$ cat config.mk
export PLATFORM = sky130hd
export DESIGN_NAME = fms_ctrl
export DESIGN_NICKNAME = d
export VERILOG_FILES = /design/src/design/fms_pkg.sv /design/src/design/fms_ctrl.sv
export VERILOG_INCLUDE_DIRS = /design/src /design/src/design
export SDC_FILE = /design/constraint.sdc
export NUM_CORES = 1
export LEC_CHECK = 0
export ABC_AREA = 1
export BUFFER_PORTS_ARGS = -buffer_cell sky130_fd_sc_hd__clkbuf_2
export CORE_MARGIN = 5
export CORE_UTILIZATION = 54
export DETAILED_ROUTE_END_ITERATION = 10
export PLACE_DENSITY = 0.79
export SLEW_MARGIN = 10
export SYNTH_ARGS = -nofsm -noshare
export SYNTH_HDL_FRONTEND = slang
export SYNTH_SLANG_ARGS = --single-unit
$ cat constraint.sdc
create_clock -name aclk -period 2.8 [get_ports aclk]
set_clock_uncertainty 0.05 [all_clocks]
set_input_delay 0.28 -clock aclk [delete_from_list [all_inputs] [get_ports aclk]]
set_output_delay 0.28 -clock aclk [all_outputs]
set_load 0.005 [all_outputs]
$ cat src/design/assert_macros.svh
// assertion macros used by the fft magnitude sequencer (fms_ctrl)
`ifndef ASSERT_MACROS_SVH
`define ASSERT_MACROS_SVH

`ifndef SYNTHESIS

`define FMS_ASSERT(label, clk, rstn, prop) \
    label: assert property (@(posedge clk) disable iff (!rstn) prop) \
        else $error("assertion failed");

`define FMS_NEVER(label, clk, rstn, cond) \
    label: assert property (@(posedge clk) disable iff (!rstn) !(cond)) \
        else $error("forbidden condition seen");

`else

`define FMS_ASSERT(label, clk, rstn, prop)

`define FMS_NEVER(label, clk, rstn, cond)

`endif

`endif

$ cat src/design/fms_pkg.sv
// types, constants and twiddle rom of the fft magnitude spectrum block
package fms_pkg;

    typedef struct packed {
        logic signed [15:0] sample;
        logic               frame_end;
    } fms_in_t;

    typedef struct packed {
        logic [5:0]  bin_index;
        logic [15:0] magnitude;
        logic        final_bin;
        logic        too_short;
        logic        overflow;
    } fms_out_t;

    typedef enum logic [4:0] {
        ST_LOAD,
        ST_SIZE,
        ST_ERR,
        ST_PAD,
        ST_BR_RD,
        ST_BR_W0,
        ST_BR_W1,
        ST_BF_RD,
        ST_BF_M1,
        ST_BF_M2,
        ST_BF_M3,
        ST_BF_WA,
        ST_BF_WQ,
        ST_MG_RD,
        ST_MG_SQ1,
        ST_MG_SQ2,
        ST_MG_SQ3,
        ST_MG_ROOT,
        ST_MG_OUT
    } fms_state_t;

    typedef enum logic [2:0] {
        WS_SAMPLE,
        WS_ZERO,
        WS_RD0,
        WS_RD1,
        WS_SUM,
        WS_DIFF
    } fms_wsrc_t;

    typedef struct packed {
        logic      wr_en;
        fms_wsrc_t wr_src;
        logic      rd_en;
        logic      tw_load;
        logic [5:0] tw_idx;
        logic      mul_a;
        logic      mul_b;
        logic      mul_c;
        logic      sq_re;
        logic      sq_im;
        logic      root_init;
        logic      root_step;
        logic [3:0] mag_shift;
        logic      out_load;
        logic [5:0] out_bin;
        logic      out_final;
        logic      out_short;
        logic      out_ovf;
    } fms_cmd_t;

    typedef struct packed {
        logic out_free;
    } fms_stat_t;

    typedef struct packed {
        logic signed [16:0] c;
        logic signed [16:0] s;
    } fms_tw_t;

    localparam int ROOT_STEPS = 24;

    function automatic logic signed [16:0] fms_cos(input logic [5:0] k);
        logic signed [16:0] v;
        unique case (k)
            6'd0:  v = 17'sd32768;
            6'd1:  v = 17'sd32729;
            6'd2:  v = 17'sd32610;
            6'd3:  v = 17'sd32413;
            6'd4:  v = 17'sd32138;
            6'd5:  v = 17'sd31786;
            6'd6:  v = 17'sd31357;
            6'd7:  v = 17'sd30853;
            6'd8:  v = 17'sd30274;
            6'd9:  v = 17'sd29622;
            6'd10: v = 17'sd28899;
            6'd11: v = 17'sd28106;
            6'd12: v = 17'sd27246;
            6'd13: v = 17'sd26320;
            6'd14: v = 17'sd25330;
            6'd15: v = 17'sd24279;
            6'd16: v = 17'sd23170;
            6'd17: v = 17'sd22006;
            6'd18: v = 17'sd20788;
            6'd19: v = 17'sd19520;
            6'd20: v = 17'sd18205;
            6'd21: v = 17'sd16846;
            6'd22: v = 17'sd15447;
            6'd23: v = 17'sd14010;
            6'd24: v = 17'sd12540;
            6'd25: v = 17'sd11039;
            6'd26: v = 17'sd9512;
            6'd27: v = 17'sd7962;
            6'd28: v = 17'sd6393;
            6'd29: v = 17'sd4808;
            6'd30: v = 17'sd3212;
            6'd31: v = 17'sd1608;
            default: v = 17'sd0;
        endcase
        return v;
    endfunction

    // w = c - j*s for angle 2*pi*k/128
    function automatic fms_tw_t fms_twiddle(input logic [5:0] k);
        fms_tw_t w;
        if (k <= 6'd32) begin
            w.c = fms_cos(k);
            w.s = fms_cos(6'd32 - k);
        end else begin
            w.c = -fms_cos(6'd0 - k);
            w.s = fms_cos(k - 6'd32);
        end
        return w;
    endfunction

endpackage

$ cat src/design/fms_ctrl.sv
// sequencer for load, padding, bit reversal, butterfly passes and bin output
`include "assert_macros.svh"

module fms_ctrl #(
    parameter int AW = 7
) (
    input  logic                aclk,
    input  logic                aresetn,
    input  logic                in_valid,
    input  logic                in_last,
    output logic                in_ready,
    input  fms_pkg::fms_stat_t  st,
    output fms_pkg::fms_cmd_t   cmd,
    output logic [AW-1:0]       wr_addr,
    output logic [AW-1:0]       rd_addr0,
    output logic [AW-1:0]       rd_addr1
);
    import fms_pkg::*;

    localparam int CW  = AW + 1;
    localparam int LGW = $clog2(AW + 1);
    localparam logic [CW-1:0]  CAP_C = {1'b1, {AW{1'b0}}};
    localparam logic [LGW-1:0] AW_L  = LGW'(AW);

    fms_state_t state_reg, state_next;
    logic [CW-1:0]  cnt_reg, cnt_next;
    logic           ovf_reg, ovf_next;
    logic [LGW-1:0] lg_reg, lg_next;
    logic [LGW-1:0] stage_reg, stage_next;
    logic [CW-1:0]  idx_reg, idx_next;
    logic [4:0]     step_reg, step_next;

    logic [CW-1:0]  n_val, nm1, hm1, half_s, smask, j_off, a_pos, q_pos;
    logic [AW-1:0]  i_a, rev_full, rev_i;
    logic [LGW-1:0] lg_calc;
    logic [6:0]     tw7;

    always_comb begin
        n_val  = CW'(1) << lg_reg;
        nm1    = n_val - 1'b1;
        hm1    = (n_val >> 1) - 1'b1;
        half_s = CW'(1) << (stage_reg - 1'b1);
        smask  = half_s - 1'b1;
        j_off  = idx_reg & smask;
        a_pos  = ((idx_reg & ~smask) << 1) | j_off;
        q_pos  = a_pos | half_s;
        tw7    = 7'(j_off) << (3'd7 - 3'(stage_reg));
        i_a    = idx_reg[AW-1:0];
        for (int b = 0; b < AW; b++) begin
            rev_full[AW-1-b] = i_a[b];
        end
        rev_i = rev_full >> (AW_L - lg_reg);
        lg_calc = '0;
        for (int l = AW; l >= 0; l--) begin
            if ((CW'(1) << l) >= cnt_reg) begin
                lg_calc = LGW'(l);
            end
        end
    end

    always_ff @(posedge aclk) begin
        if (!aresetn) begin
            state_reg <= ST_LOAD;
            cnt_reg   <= '0;
            ovf_reg   <= 1'b0;
            lg_reg    <= LGW'(1);
            stage_reg <= LGW'(1);
            idx_reg   <= '0;
            step_reg  <= '0;
        end else begin
            state_reg <= state_next;
            cnt_reg   <= cnt_next;
            ovf_reg   <= ovf_next;
            lg_reg    <= lg_next;
            stage_reg <= stage_next;
            idx_reg   <= idx_next;
            step_reg  <= step_next;
        end
    end

    always_comb begin
        state_next = state_reg;
        cnt_next   = cnt_reg;
        ovf_next   = ovf_reg;
        lg_next    = lg_reg;
        stage_next = stage_reg;
        idx_next   = idx_reg;
        step_next  = step_reg;
        in_ready   = 1'b0;
        wr_addr    = i_a;
        rd_addr0   = i_a;
        rd_addr1   = i_a;
        cmd           = '0;
        cmd.wr_src    = WS_ZERO;
        cmd.tw_idx    = tw7[5:0];
        cmd.mag_shift = 4'({lg_reg - 1'b1, 1'b0});
        cmd.out_bin   = 6'(idx_reg);
        cmd.out_ovf   = ovf_reg;
        unique case (state_reg)
            ST_LOAD: begin
                in_ready = aresetn;
                if (in_valid) begin
                    if (cnt_reg < CAP_C) begin
                        cmd.wr_en  = 1'b1;
                        cmd.wr_src = WS_SAMPLE;
                        wr_addr    = cnt_reg[AW-1:0];
                        cnt_next   = cnt_reg + 1'b1;
                    end else begin
                        ovf_next = 1'b1;
                    end
                    if (in_last) begin
                        state_next = ST_SIZE;
                    end
                end
            end
            ST_SIZE: begin
                if (cnt_reg < CW'(2)) begin
                    state_next = ST_ERR;
                end else begin
                    lg_next    = lg_calc;
                    idx_next   = cnt_reg;
                    state_next = ST_PAD;
                end
            end
            ST_ERR: begin
                if (st.out_free) begin
                    cmd.out_load  = 1'b1;
                    cmd.out_bin   = '0;
                    cmd.out_final = 1'b1;
                    cmd.out_short = 1'b1;
                    cnt_next      = '0;
                    ovf_next      = 1'b0;
                    state_next    = ST_LOAD;
                end
            end
            ST_PAD: begin
                if (idx_reg == n_val) begin
                    idx_next   = '0;
                    state_next = ST_BR_RD;
                end else begin
                    cmd.wr_en = 1'b1;
                    idx_next  = idx_reg + 1'b1;
                end
            end
            ST_BR_RD: begin
                if (i_a < rev_i) begin
                    cmd.rd_en  = 1'b1;
                    rd_addr1   = rev_i;
                    state_next = ST_BR_W0;
                end else if (idx_reg == nm1) begin
                    stage_next = LGW'(1);
                    idx_next   = '0;
                    state_next = ST_BF_RD;
                end else begin
                    idx_next = idx_reg + 1'b1;
                end
            end
            ST_BR_W0: begin
                cmd.wr_en  = 1'b1;
                cmd.wr_src = WS_RD1;
                state_next = ST_BR_W1;
            end
            ST_BR_W1: begin
                cmd.wr_en  = 1'b1;
                cmd.wr_src = WS_RD0;
                wr_addr    = rev_i;
                if (idx_reg == nm1) begin
                    stage_next = LGW'(1);
                    idx_next   = '0;
                    state_next = ST_BF_RD;
                end else begin
                    idx_next   = idx_reg + 1'b1;
                    state_next = ST_BR_RD;
                end
            end
            ST_BF_RD: begin
                cmd.rd_en   = 1'b1;
                cmd.tw_load = 1'b1;
                rd_addr0    = a_pos[AW-1:0];
                rd_addr1    = q_pos[AW-1:0];
                state_next  = ST_BF_M1;
            end
            ST_BF_M1: begin
                cmd.mul_a  = 1'b1;
                state_next = ST_BF_M2;
            end
            ST_BF_M2: begin
                cmd.mul_b  = 1'b1;
                state_next = ST_BF_M3;
            end
            ST_BF_M3: begin
                cmd.mul_c  = 1'b1;
                state_next = ST_BF_WA;
            end
            ST_BF_WA: begin
                cmd.wr_en  = 1'b1;
                cmd.wr_src = WS_SUM;
                wr_addr    = a_pos[AW-1:0];
                state_next = ST_BF_WQ;
            end
            ST_BF_WQ: begin
                cmd.wr_en  = 1'b1;
                cmd.wr_src = WS_DIFF;
                wr_addr    = q_pos[AW-1:0];
                if (idx_reg == hm1) begin
                    idx_next = '0;
                    if (stage_reg == lg_reg) begin
                        state_next = ST_MG_RD;
                    end else begin
                        stage_next = stage_reg + 1'b1;
                        state_next = ST_BF_RD;
                    end
                end else begin
                    idx_next   = idx_reg + 1'b1;
                    state_next = ST_BF_RD;
                end
            end
            ST_MG_RD: begin
                cmd.rd_en  = 1'b1;
                state_next = ST_MG_SQ1;
            end
            ST_MG_SQ1: begin
                cmd.sq_re  = 1'b1;
                state_next = ST_MG_SQ2;
            end
            ST_MG_SQ2: begin
                cmd.sq_im  = 1'b1;
                state_next = ST_MG_SQ3;
            end
            ST_MG_SQ3: begin
                cmd.root_init = 1'b1;
                step_next     = '0;
                state_next    = ST_MG_ROOT;
            end
            ST_MG_ROOT: begin
                cmd.root_step = 1'b1;
                if (step_reg == 5'(ROOT_STEPS - 1)) begin
                    state_next = ST_MG_OUT;
                end else begin
                    step_next = step_reg + 1'b1;
                end
            end
            ST_MG_OUT: begin
                if (st.out_free) begin
                    cmd.out_load  = 1'b1;
                    cmd.out_final = (idx_reg == hm1);
                    if (idx_reg == hm1) begin
                        cnt_next   = '0;
                        ovf_next   = 1'b0;
                        idx_next   = '0;
                        state_next = ST_LOAD;
                    end else begin
                        idx_next   = idx_reg + 1'b1;
                        state_next = ST_MG_RD;
                    end
                end
            end
            default: begin
                state_next = ST_LOAD;
            end
        endcase
    end

    `FMS_NEVER(a_cnt_cap, aclk, aresetn, cnt_reg > CAP_C)
    `FMS_ASSERT(a_load_free, aclk, aresetn, cmd.out_load |-> st.out_free)
    `FMS_ASSERT(a_end_leaves, aclk, aresetn, (in_valid && in_ready && in_last) |=> (state_reg != ST_LOAD))
    `FMS_ASSERT(a_stage_range, aclk, aresetn, (state_reg == ST_BF_RD) |-> (stage_reg != '0 && stage_reg <= lg_reg))

endmodule

=== Word level (Yosys, flattened, before mapping) ===
Cells that the tools add are included.

* Bits of input ports: 5
* Logic and storage cells: 168
* Flip-flop bits (word level): 33

* Shifts and indexed selects: 4
* Eq/ne operators: 38
* Magnitude comparators: 11
* Bitwise logic cells: 6
* Multiplexer cells: 77
* Reductions and logical operators: 14
* Add/sub/neg operators: 11

{| class="wikitable"
|+ Operators with widths
! cell !! number
|-
| $pmux 5 s19 || 1
|-
| $mux 8 || 11
|-
| $mux 5 || 10
|-
| $pmux 8 s6 || 1
|-
| $eq 5x4->1 const B || 8
|-
| $mux 3 || 12
|-
| $mux 7 || 4
|-
| $ne 2x2->1 const B || 14
|-
| $pmux 7 s4 || 1
|-
| $eq 8x8->1 || 3
|-
| $pmux 8 s3 || 1
|-
| $eq 5x3->1 const B || 4
|-
| $eq 5x5->1 const B || 4
|-
| $mux 1 || 20
|-
| $add 8x1->8 const B || 2
|-
| $mux 4 || 4
|-
| $pmux 3 s5 || 1
|-
| $or 7x7->7 || 2
|-
| $pmux 7 s2 || 1
|-
| $reduce_and 6->1 || 2
|-
| $eq 5x2->1 const B || 2
|-
| $pmux 5 s2 || 1
|-
| $mux 9 || 1
|-
| $pmux 3 s3 || 1
|-
| 42 further kinds || 50
|}

=== Longest topological paths before layout ===
* Depth after elaboration: 9
* Mapped depth: 21

=== Worst setup path before layout ===
No wires, ideal clock.

* Path type: reg2out
* Start point: register stage_reg[1]
* End point: output port rd_addr1[4]
* Cell stages (with the launch flop): 15
* Path buffers: 1
* Required time: 2.470 ns
* Data arrival time: 2.582 ns
* Path slack: -0.112 ns
* Cell sequence: dfxtp_1 > clkbuf_1 > inv_1 > ha_1 > xnor2_1 > nand2_1 > ha_1 > nand3_1 > xor2_1 > or2_2 > o21ai_0 > inv_1 > nand2_1 > nand2_1 > o211ai_1

* Longest elaborated chain between the ends: 8
* Elaborated cells on any way between the ends: 9
* Those cells by class: add/sub: 2; shift: 1; mux: 1; bitwise: 5

{| class="wikitable"
|+ RTL lines
! item !! line !! text
|-
| start: declaration || fms_ctrl.sv:29 || <nowiki>logic [LGW-1:0] stage_reg, stage_next;</nowiki>
|-
| start signal: assignment || fms_ctrl.sv:75 || <nowiki>stage_reg <= stage_next;</nowiki>
|-
| $sub 3x1->3 * || fms_ctrl.sv:42 || <nowiki>half_s = CW'(1) << (stage_reg - 1'b1);</nowiki>
|-
| $shl 1x3->7 * || fms_ctrl.sv:42 ||
|-
| $sub 7x1->7 || fms_ctrl.sv:43 || <nowiki>smask = half_s - 1'b1;</nowiki>
|-
| $not 6->6 || fms_ctrl.sv:45 || <nowiki>a_pos = ((idx_reg & ~smask) << 1) | j_off;</nowiki>
|-
| $and 6x6->6 || fms_ctrl.sv:45 ||
|-
| $or 7x7->7 || fms_ctrl.sv:45 ||
|-
| $or 7x7->7 * || fms_ctrl.sv:46 || <nowiki>q_pos = a_pos | half_s;</nowiki>
|-
| $pmux 7 s2 * || fms_ctrl.sv:99 || <nowiki>unique case (state_reg)</nowiki>
|-
| end: declaration || fms_ctrl.sv:16 || <nowiki>output logic [AW-1:0] rd_addr1</nowiki>
|}

Mark *: on every way between the ends. The rest lies on a longest branch, timed or not.

=== Final worst setup path ===
* Start point: register lg_reg[0]
* End point: output port rd_addr1[6]

* Longest elaborated chain between the ends: 5

{| class="wikitable"
|+ RTL lines
! item !! line !! text
|-
| start: declaration || fms_ctrl.sv:28 || <nowiki>logic [LGW-1:0] lg_reg, lg_next;</nowiki>
|-
| start signal: assignment || fms_ctrl.sv:74 || <nowiki>lg_reg <= lg_next;</nowiki>
|-
| $sub 3x3->3 * || fms_ctrl.sv:52 || <nowiki>rev_i = rev_full >> (AW_L - lg_reg);</nowiki>
|-
| $shr 7x3->7 * || fms_ctrl.sv:52 ||
|-
| $lt 7x7->1 || fms_ctrl.sv:146 || <nowiki>if (i_a < rev_i) begin</nowiki>
|-
| $mux 7 * || fms_ctrl.sv:146 ||
|-
| $pmux 7 s2 * || fms_ctrl.sv:99 ||
|}

Marks and branches as above.

==> impl_results.md <==
- Row cnt: 33
- Die ar.: slightly above 10000 sq um
- Yosys reg bits: 33
- Mapped Cells: between 700 and 800
- Failing checks: negative setup slack
- Critical Path End Type: output port
- RSZ-0062 raised after global routing: yes
- Via count: roughly 6000
- Hold crit path type: primary input to flop
- Synth warn: 0
- Clk root buf: clkbuf_8
- Worst Hold Margin: about 0.34 ns
- Dpl ws: between 0.007 and 0.008 ns
- Top area cells in the synthesized netlist: nand2_1, dfxtp_1, inv_1
- Pin slew with the least headroom to its limit: about 0.65 ns
- Vias in the first global route: about 5400
- Outcome: finished, violations left
- DRT Wirelength: ~17 mm
- First-pass GRT wire length: around 26 mm
- Fin util: between 70% and 80%
- Drt pass-1 iters: 5
- CP startpoint: lg_reg[0]$_SDFFE_PN1P_
- Antenna diode count: 0
- Routability cong.: between 1 and 1.5
- Nets@finish: ~950
- Final Slew Violations: 0
- Sequential share of the synthesized area: about 15%
- FFs w/ async S/R, synth: 0%
- I/O Buffers: 58
- Worst slew margin: a little under three fifths
- Synth-to-Final Area Change: 34.2%
- Starting Density: 54.7%
- Power share of the clock group: about 15%
- Clock sinks: 33
- CP max FO: 6
- Part of the power in combinational logic: 66.5%
- Grt ovf: 0
- PwrDens: between 500 and 600 nW/um^2
- Routed len/inst: ~17 um
- Sw Share: between 40% and 50%
- CTS tree: done
- Post-synth EDFFs: 0
- Minimum clock period: ~3 ns
- Avg Inst Size Synth: 5.58 sq um
- Internal power: 1.64 mW
- Setup CP Type: flop to output port
- Antenna violations before repair: 0
- Max-cap violation count: 0
- Via/cell ratio: between 5 and 6
- Fillers: 699
- Worst R2R Path Depth: 18
- Worst reg2reg path endpoint: idx_reg[3]$_SDFFE_PN0P_
- Final worst slack: -0.167 ns
- Fmax: 337 MHz
- Die height: slightly above 100 um
- Crit path DAT: around 2.6 ns
- Io pins: 60
- Net Count, Synth: slightly above 800
- Post-synth top area share: 18.8%
- Core Area: 8090 sq um
- H-tree depth: 2
- Drc violations: 0
- Startpoint Class: flop
- Reg2reg setup slack: ~0.12 ns
- Cell accounting for the most synthesized area: nand2_1
- Final Hold Fails: 0
- Total power: 3.26 mW
- Iter 0 DRT Violations: ~460
- Tcrit/Tclk final: 106%
- Width of the die: roughly 100 um
- IR drop worst, VDD: between 300 and 400 uV
- Mapped Area: approximately 4400 sq um
- Clk buf depth: 2
- Clock Latency Late Sink: around 0.3 ns
- Seq pwr share: a little under a fifth
- Psw: 1.62 mW
- Final setup fails: 8
- Setup crit end: rd_addr1[6]
- Required time of the critical path: about 2.5 ns
- Total CTS buffers: 5
- Synth cell types: between 40 and 50
- Clock slew at reported path FFs: 0.09 ns
- Post-synth top flop: dfxtp_1
- Fraction of layout cells with a size suffix above 1: around 31%
- Antenna Violating Nets Remaining: 0
- HPWL after DPL: between 10 and 15 mm
- Gr usage total: 32.5%
- Largest net degree at the start of global routing: 23
- Reg-to-Reg Start: lg_reg[0]$_SDFFE_PN1P_
- Pleak: around 2.9 nW
[layout by cell type (no fill, tap or decap), types with 9 or more instances in the layout]
cell type  synthesis  routed
a21oi_1           35      32
buf_2              7      10
buf_4              4      76
clkbuf_2           0      48
dfxtp_1           33      24
ha_1              23      12
ha_4               0       9
inv_1            100      87
inv_2              7      19
nand2_1          221     194
nand2_2            6      26
nand2_4            5      12
nand3_1           58      56
nor2_1            98      95
nor2_2             7       9
nor3_1            21      20
o211ai_1          12      12
o21ai_0           52      33
o21ai_1            7      13
o21ai_2            1      12
xor2_1            19      17
[synthesized netlist by cell type (4+ instances only)]
master	instances
nand3_1	58
o211ai_1	12
nor3_1	21
or2_2	6
buf_4	4
nor2_1	98
ha_1	23
nand2_1	221
inv_2	7
inv_1	100
xor2_1	19
a31oi_1	6
nand2_2	6
clkbuf_1	9
dfxtp_1	33
a22oi_1	5
o21ai_1	7
nor4_1	6
nor2_2	7
nand2_4	5
nand4_1	8
o21ai_0	52
a21oi_1	35
buf_2	7
nor2_4	4
[repair_timing]
item / 4_1_cts / 5_1_grt
endpoints found under the setup margin: 17 / 43
pin swaps: 15 / 34
resized for setup: 64 / 91
buffers inserted: 6 / 10
hold buffers: 0 / 0
cloned: 1 / 0
[area by class of cell]
cell class | instances | area (sq um) | share of cell area [%]
tap | 105 | 131 | 2.21
multi-input combinational | 627 | 3640 | 61.3
clock buffer | 7 | 86.3 | 1.45
timing repair buffer | 142 | 951 | 16.0
clock inverter | 1 | 30.0 | 0.506
sequential | 33 | 674 | 11.4
inverter | 110 | 423 | 7.12
[power groups by stage]
stage	Combinational [mW]	Sequential, mW	Clock (mW)
floorplan	1.14	0.573	0
global placement	1.82	0.588	0
detailed placement	1.83	0.589	0
CTS	1.97	0.585	0.497
global route	2.33	0.597	0.518
finish	2.17	0.594	0.500
[cell families (layout without fill, tap and decap cells)]
group                    after synthesis  count (layout)  share of synthesized area, %
AO/OA/AOI/OAI                        132             132                          17.1
XOR/XNOR                              22              22                          4.36
adder cells (fa/ha/maj)               23              23                          6.50
buffers and inverters                133             260                          12.2
flip-flops                            33              33                          14.9
other                                  1               1                        0.0848
AND/OR/NAND/NOR                      449             449                          44.9
[critical path, cell delays in order (launching register included)]
cell,delay [ns]
dfxtp_4,0.41
nand2_2,0.07
o21ai_2,0.05
inv_1,0.06
nor2_1,0.10
inv_1,0.09
nor2_2,0.16
inv_2,0.07
ha_4,0.21
nand2_2,0.05
nor2_1,0.05
a211oi_2,0.29
nand3_2,0.16
buf_4,0.19
o211ai_1,0.22
buf_2,0.16
[stage by stage]
stage	cells	instance area [sq um]	TNS, ns
floorplan	793	4430	0
global placement	1000	5220	0
detailed placement	1000	5220	0
CTS	1015	5580	-0.307
global route	1025	5940	-2.51
finish	1025	5940	-0.841
[worst min-delay path by stage]
stage | from | endpoint | slack (ns) | cells after the start
2_1_floorplan | ovf_reg$_SDFFE_PN0P_ | ovf_reg$_SDFFE_PN0P_ | 0.38 | 2
3_3_place_gp | ovf_reg$_SDFFE_PN0P_ | ovf_reg$_SDFFE_PN0P_ | 0.39 | 2
3_5_place_dp | ovf_reg$_SDFFE_PN0P_ | ovf_reg$_SDFFE_PN0P_ | 0.41 | 2
4_1_cts | aresetn | stage_reg[0]$_SDFFE_PN1P_ | 0.32 | 2
5_1_grt | aresetn | stage_reg[0]$_SDFFE_PN1P_ | 0.34 | 2
6_report | aresetn | stage_reg[0]$_SDFFE_PN1P_ | 0.34 | 2
[layer usage]
metal	track usage [%]	vias to the layer above	share of wire [%]
li1	-	2828	-
met1	42.8	2743	40
met2	54.2	343	47
met3	3.67	66	8.9
met4	13.2	0	4.1
met5	0	-	0
(Power assumes the default switching activity.)
